### src/sv/modexp_pkg.sv
// ----------------------------------------------------------------------------
// Modular exponentiation package
// Field widths, reduction constants, controller/datapath structs and the
// single restoring-reduction step shared by the reduction units.
// ----------------------------------------------------------------------------
package modexp_pkg;

	localparam int BASE_W    = 63;
	localparam int EXP_W     = 63;
	localparam int MOD_W     = 32;
	localparam int PROD_W    = 2 * MOD_W;
	localparam int RED_STEPS = 2;
	localparam int RED_ITER  = PROD_W / RED_STEPS;
	localparam int CNT_W     = $clog2(RED_ITER);

	// controller -> datapath
	typedef struct packed {
		logic load;        // capture operands, start base reduction
		logic take_base;   // square register takes the reduced base
		logic start_step;  // start both modular products
		logic take_step;   // retire one exponent bit
		logic publish;     // load the result register
	} modexp_cmd_t;

	// datapath -> controller
	typedef struct packed {
		logic exp_zero;
		logic red_done;
	} modexp_sts_t;

	// one restoring step: shift in a dividend bit, subtract m if it fits
	function automatic logic [MOD_W-1:0] red_step(
		input logic [MOD_W-1:0] r,
		input logic             b,
		input logic [MOD_W-1:0] m
	);
		logic [MOD_W:0] t;
		t = {r, b};
		if (t >= {1'b0, m}) begin
			t = t - {1'b0, m};
		end
		return t[MOD_W-1:0];
	endfunction

endpackage

### src/sv/modexp_ctrl.sv
// ----------------------------------------------------------------------------
// Modular exponentiation controller
// Sequences base reduction and one square-and-multiply round per exponent
// bit, and owns the input ready and output valid.
// ----------------------------------------------------------------------------
module modexp_ctrl (
	input  logic                    clk,
	input  logic                    arst_n,
	input  logic                    in_valid,
	output logic                    in_ready,
	output logic                    out_valid,
	input  logic                    out_ready,
	output modexp_pkg::modexp_cmd_t cmd,
	input  modexp_pkg::modexp_sts_t sts
);

	typedef enum logic [2:0] {
		S_IDLE,
		S_BASE,
		S_CHECK,
		S_STEP,
		S_FINISH
	} state_t;

	state_t state_q;
	logic   out_valid_q;

	always_comb begin
		cmd            = '0;
		in_ready       = 1'b0;
		case (state_q)
			S_IDLE: begin
				in_ready = 1'b1;
				cmd.load = in_valid;
			end
			S_BASE:   cmd.take_base  = sts.red_done;
			S_CHECK:  cmd.start_step = !sts.exp_zero;
			S_STEP:   cmd.take_step  = sts.red_done;
			S_FINISH: cmd.publish    = !out_valid_q || out_ready;
			default: ;
		endcase
	end

	always_ff @(posedge clk or negedge arst_n) begin
		if (!arst_n) begin
			state_q     <= S_IDLE;
			out_valid_q <= 1'b0;
		end else begin
			if (cmd.publish) begin
				out_valid_q <= 1'b1;
			end else if (out_ready) begin
				out_valid_q <= 1'b0;
			end
			case (state_q)
				S_IDLE:   if (cmd.load)       state_q <= S_BASE;
				S_BASE:   if (cmd.take_base)  state_q <= S_CHECK;
				S_CHECK:  state_q <= sts.exp_zero ? S_FINISH : S_STEP;
				S_STEP:   if (cmd.take_step)  state_q <= S_CHECK;
				S_FINISH: if (cmd.publish)    state_q <= S_IDLE;
				default:  state_q <= S_IDLE;
			endcase
		end
	end

	assign out_valid = out_valid_q;

	a_valid_from_publish: assert property (@(posedge clk) disable iff (!arst_n)
		$rose(out_valid_q) |-> $past(cmd.publish))
		else $error("result word raised without publish");

	a_no_step_past_end: assert property (@(posedge clk) disable iff (!arst_n)
		cmd.take_step |-> !sts.exp_zero)
		else $error("step retired on an empty exponent");

endmodule
### config.mk
export PLATFORM = sky130hd
export DESIGN_NAME = modexp_ctrl
export DESIGN_NICKNAME = d
export VERILOG_FILES = /design/src/sv/modexp_pkg.sv /design/src/sv/modexp_ctrl.sv
export SDC_FILE = /design/constraint.sdc
export NUM_CORES = 1
export LEC_CHECK = 0
export ABC_AREA = 1
export BUFFER_PORTS_ARGS = -buffer_cell sky130_fd_sc_hd__buf_2
export CAP_MARGIN = 20
export CORE_AREA = 2 2 39 41
export DETAILED_ROUTE_END_ITERATION = 8
export DIE_AREA = 0 0 41 43
export PLACE_DENSITY = 0.52
export SETUP_SLACK_MARGIN = 0.5
export SYNTH_ARGS = -nofsm -noshare
export SYNTH_HDL_FRONTEND = slang
export SYNTH_SLANG_ARGS = --single-unit
### constraint.sdc
create_clock -name clk -period 1.1 [get_ports clk]
set_input_delay 0.22 -clock clk [delete_from_list [all_inputs] [get_ports clk]]
set_output_delay 0.22 -clock clk [all_outputs]
set_load 0.005 [all_outputs]
==> flow_summary.json <==
{
  "final_antenna_net_count": 0,
  "crit_arrival_ps": 1100,
  "drtIter0Drc": 0,
  "postSynthAreaPerCell_sq_um": 6.43,
  "fin_tns_setup_ps": -1190,
  "die_x_um": 41,
  "rr_endpoint": "state_q[1]$_DFFE_PN0P_",
  "critPathSlowestCell": "dfrtp_2",
  "gr-total-overflow": 0,
  "drive_above_1_share": 0.662,
  "routed_wl_um": 813,
  "leakage_nw": 0.295,
  "final_common_cell": "buf_2",
  "hold_violations": 0,
  "start_util": 0.195,
  "cts_max_level": 1,
  "placed_area_sq_um": 377,
  "relSlewSlack": 0.831,
  "fin_util": 0.384,
  "worstPathCellList": "nor4_2 > buf_2",
  "crit_start": "state_q[2]$_DFFE_PN0P_",
  "diodes": 0,
  "synth_nets": 48,
  "grt_pass1_wl_mm": 1.25,
  "area_growth_pct": 96.8,
  "finalCritPeriodShare": 1.20,
  "cp_top_family": "flip-flops",
  "cp_num_buf_inv": 1,
  "cp_max_fo": 4,
  "grt_pass1_vias": 341,
  "ys_warn_count": 0,
  "fin_area_sq_um": 532,
  "synth_area_leaders": "dfrtp_1 37%, inv_1 13%, nand2_1 13%",
  "grt_setup_unrepaired": "true",
  "reg2reg_from": "state_q[2]$_DFFE_PN0P_",
  "die_h_um": 43,
  "clkLatencyLatePin_ps": 230,
  "cts_tree": "done",
  "post-route-min-period_ps": 1320,
  "max_cap_viol_count": 0,
  "hp-class": "input pin to flop",
  "rr_worst_depth": 6,
  "io_buffer_count": 12,
  "synth_seq_cells": 4,
  "vias": 332,
  "violations": "setup timing",
  "crit_type": "flop to output port",
  "grt_max_degree": 5,
  "ir_drop_v": 0.000999,
  "drv_slew": 0,
  "endpoint_kind": "output port",
  "outcome": "complete, but fails checks",
  "powerDensity_mw_per_mm2": 2480,
  "gp_congestion": 0.710,
  "synth_cell_types": 12,
  "grt.total_usage": 0.107,
  "finalClockSkew_ps": 1.45,
  "wl_per_cell_um": 10.0,
  "layout_setup_ws_ps": -223,
  "worst_slew_pin_slew_ps": 253,
  "clock_path_buffers": 2,
  "nFillCells": 151,
  "critPathCapture": "cmd[1]",
  "required_ps": 880,
  "dr.pass1.iters": 1,
  "synth_top_area_share": 0.370,
  "place_hpwl_um": 542,
  "core_area_sq_mm": 0.00138,
  "rows": 14,
  "postSynthCellCount": 42,
  "cts.sinks": 4,
  "nets": 73,
  "yosysTopAreaCell": "dfrtp_1",
  "viasPerCell": 4.10,
  "fmax_mhz": 756,
  "startpoint_type": "flop",
  "setup-violations-final": 6,
  "clkTransAtPathRegs_ps": 40,
  "ys_seq_area_frac": 0.370,
  "cts_buffers": 3,
  "synth_area_sq_um": 270,
  "cpPeakStageDelay_ps": 440,
  "worst-r2r-setup-slack_ps": 10,
  "antenna_found_initial": 0,
  "worst-path-stages": 2,
  "die_area_sq_mm": 0.00176,
  "ios": 13,
  "layout_common_cells": "11 x buf_2, 7 x inv_1, 5 x nor2_1, 5 x nand2_1",
  "drc_errors": 0,
  "clock_tree.root_cell": "clkbuf_4"
}
==> final cells by class <==
class,count,area [sq um],area share
multi-input cells,27,201,0.379
well taps,16,20.0,0.0376
repair buffers,20,140,0.264
inverters,11,43.8,0.0824
clock buffers,3,22.5,0.0424
flip-flops and latches,4,104,0.195
==> flip-flops by register name, summed over array words and instances, names as in the netlist <==
name / cells
out_valid: 1
state_q: 3
==> metal layers <==
metal  track usage  vias to the layer above  wire length, um
met1         0.101                      152              315
met2         0.188                        4              472
li1              -                      176                -
met3        0.0157                        0               25
met4        0.0800                        0                0
met5             0                        -                0
==> metrics by stage <==
| step | instances | power [mW] | hold slack [ps] | setup WS [ps] |
|---|---|---|---|---|
| finish | 81 | 1.32 | 265 | -223 |
| global route | 81 | 1.43 | 287 | -286 |
| detailed placement | 72 | 0.794 | 26.8 | -12.5 |
| floorplan | 42 | 0.586 | -75.6 | 125 |
| global placement | 72 | 0.789 | 26.5 | -20.0 |
| CTS | 80 | 1.20 | 250 | -221 |
==> cell usage after synthesis, drive strengths merged <==
| master | number |
|---|---|
| dfrtp | 4 |
| inv | 11 |
| nand2 | 9 |
| nand3 | 7 |
| nor2 | 7 |
| nor3 | 1 |
| nor4 | 1 |
| o211ai | 1 |
| o21ai | 1 |
==> worst min path at each step <==
stage / startpoint / cells after the start / endpoint / slack (ps)
after floorplan: arst_n / 0 / out_valid$_DFFE_PN0P_ / -80
after global placement: arst_n / 1 / out_valid$_DFFE_PN0P_ / 30
after detailed placement: arst_n / 1 / out_valid$_DFFE_PN0P_ / 30
after global routing: sts[1] / 3 / state_q[2]$_DFFE_PN0P_ / 290
after CTS: sts[1] / 3 / state_q[2]$_DFFE_PN0P_ / 250
final: sts[1] / 3 / state_q[2]$_DFFE_PN0P_ / 270
==> what timing repair did <==
action | in CTS | in global routing
pin swaps | 6 | 2
buffers inserted | 4 | 1
endpoints found under the hold margin | 4 | 0
resized for setup | 13 | 10
hold buffers | 1 | 0
endpoints found under the setup margin | 11 | 11
==> where the power goes <==
part           switching, mW  internal, mW  total [mW]
combinational          0.419         0.412       0.832
sequential            0.0932         0.217       0.310
clock                 0.0553         0.122       0.177
==> tightest hold or removal path, stage by stage <==
cell and delay, ps:
buf_2 90, nand3_1 90, nand2_2 70
==> kinds of logic after synthesis <==
logic type,share of synthesized area
simple gates,0.431
buf+inv,0.153
flops,0.370
compound gates,0.0463
Power figures use the tool's default switching activity.
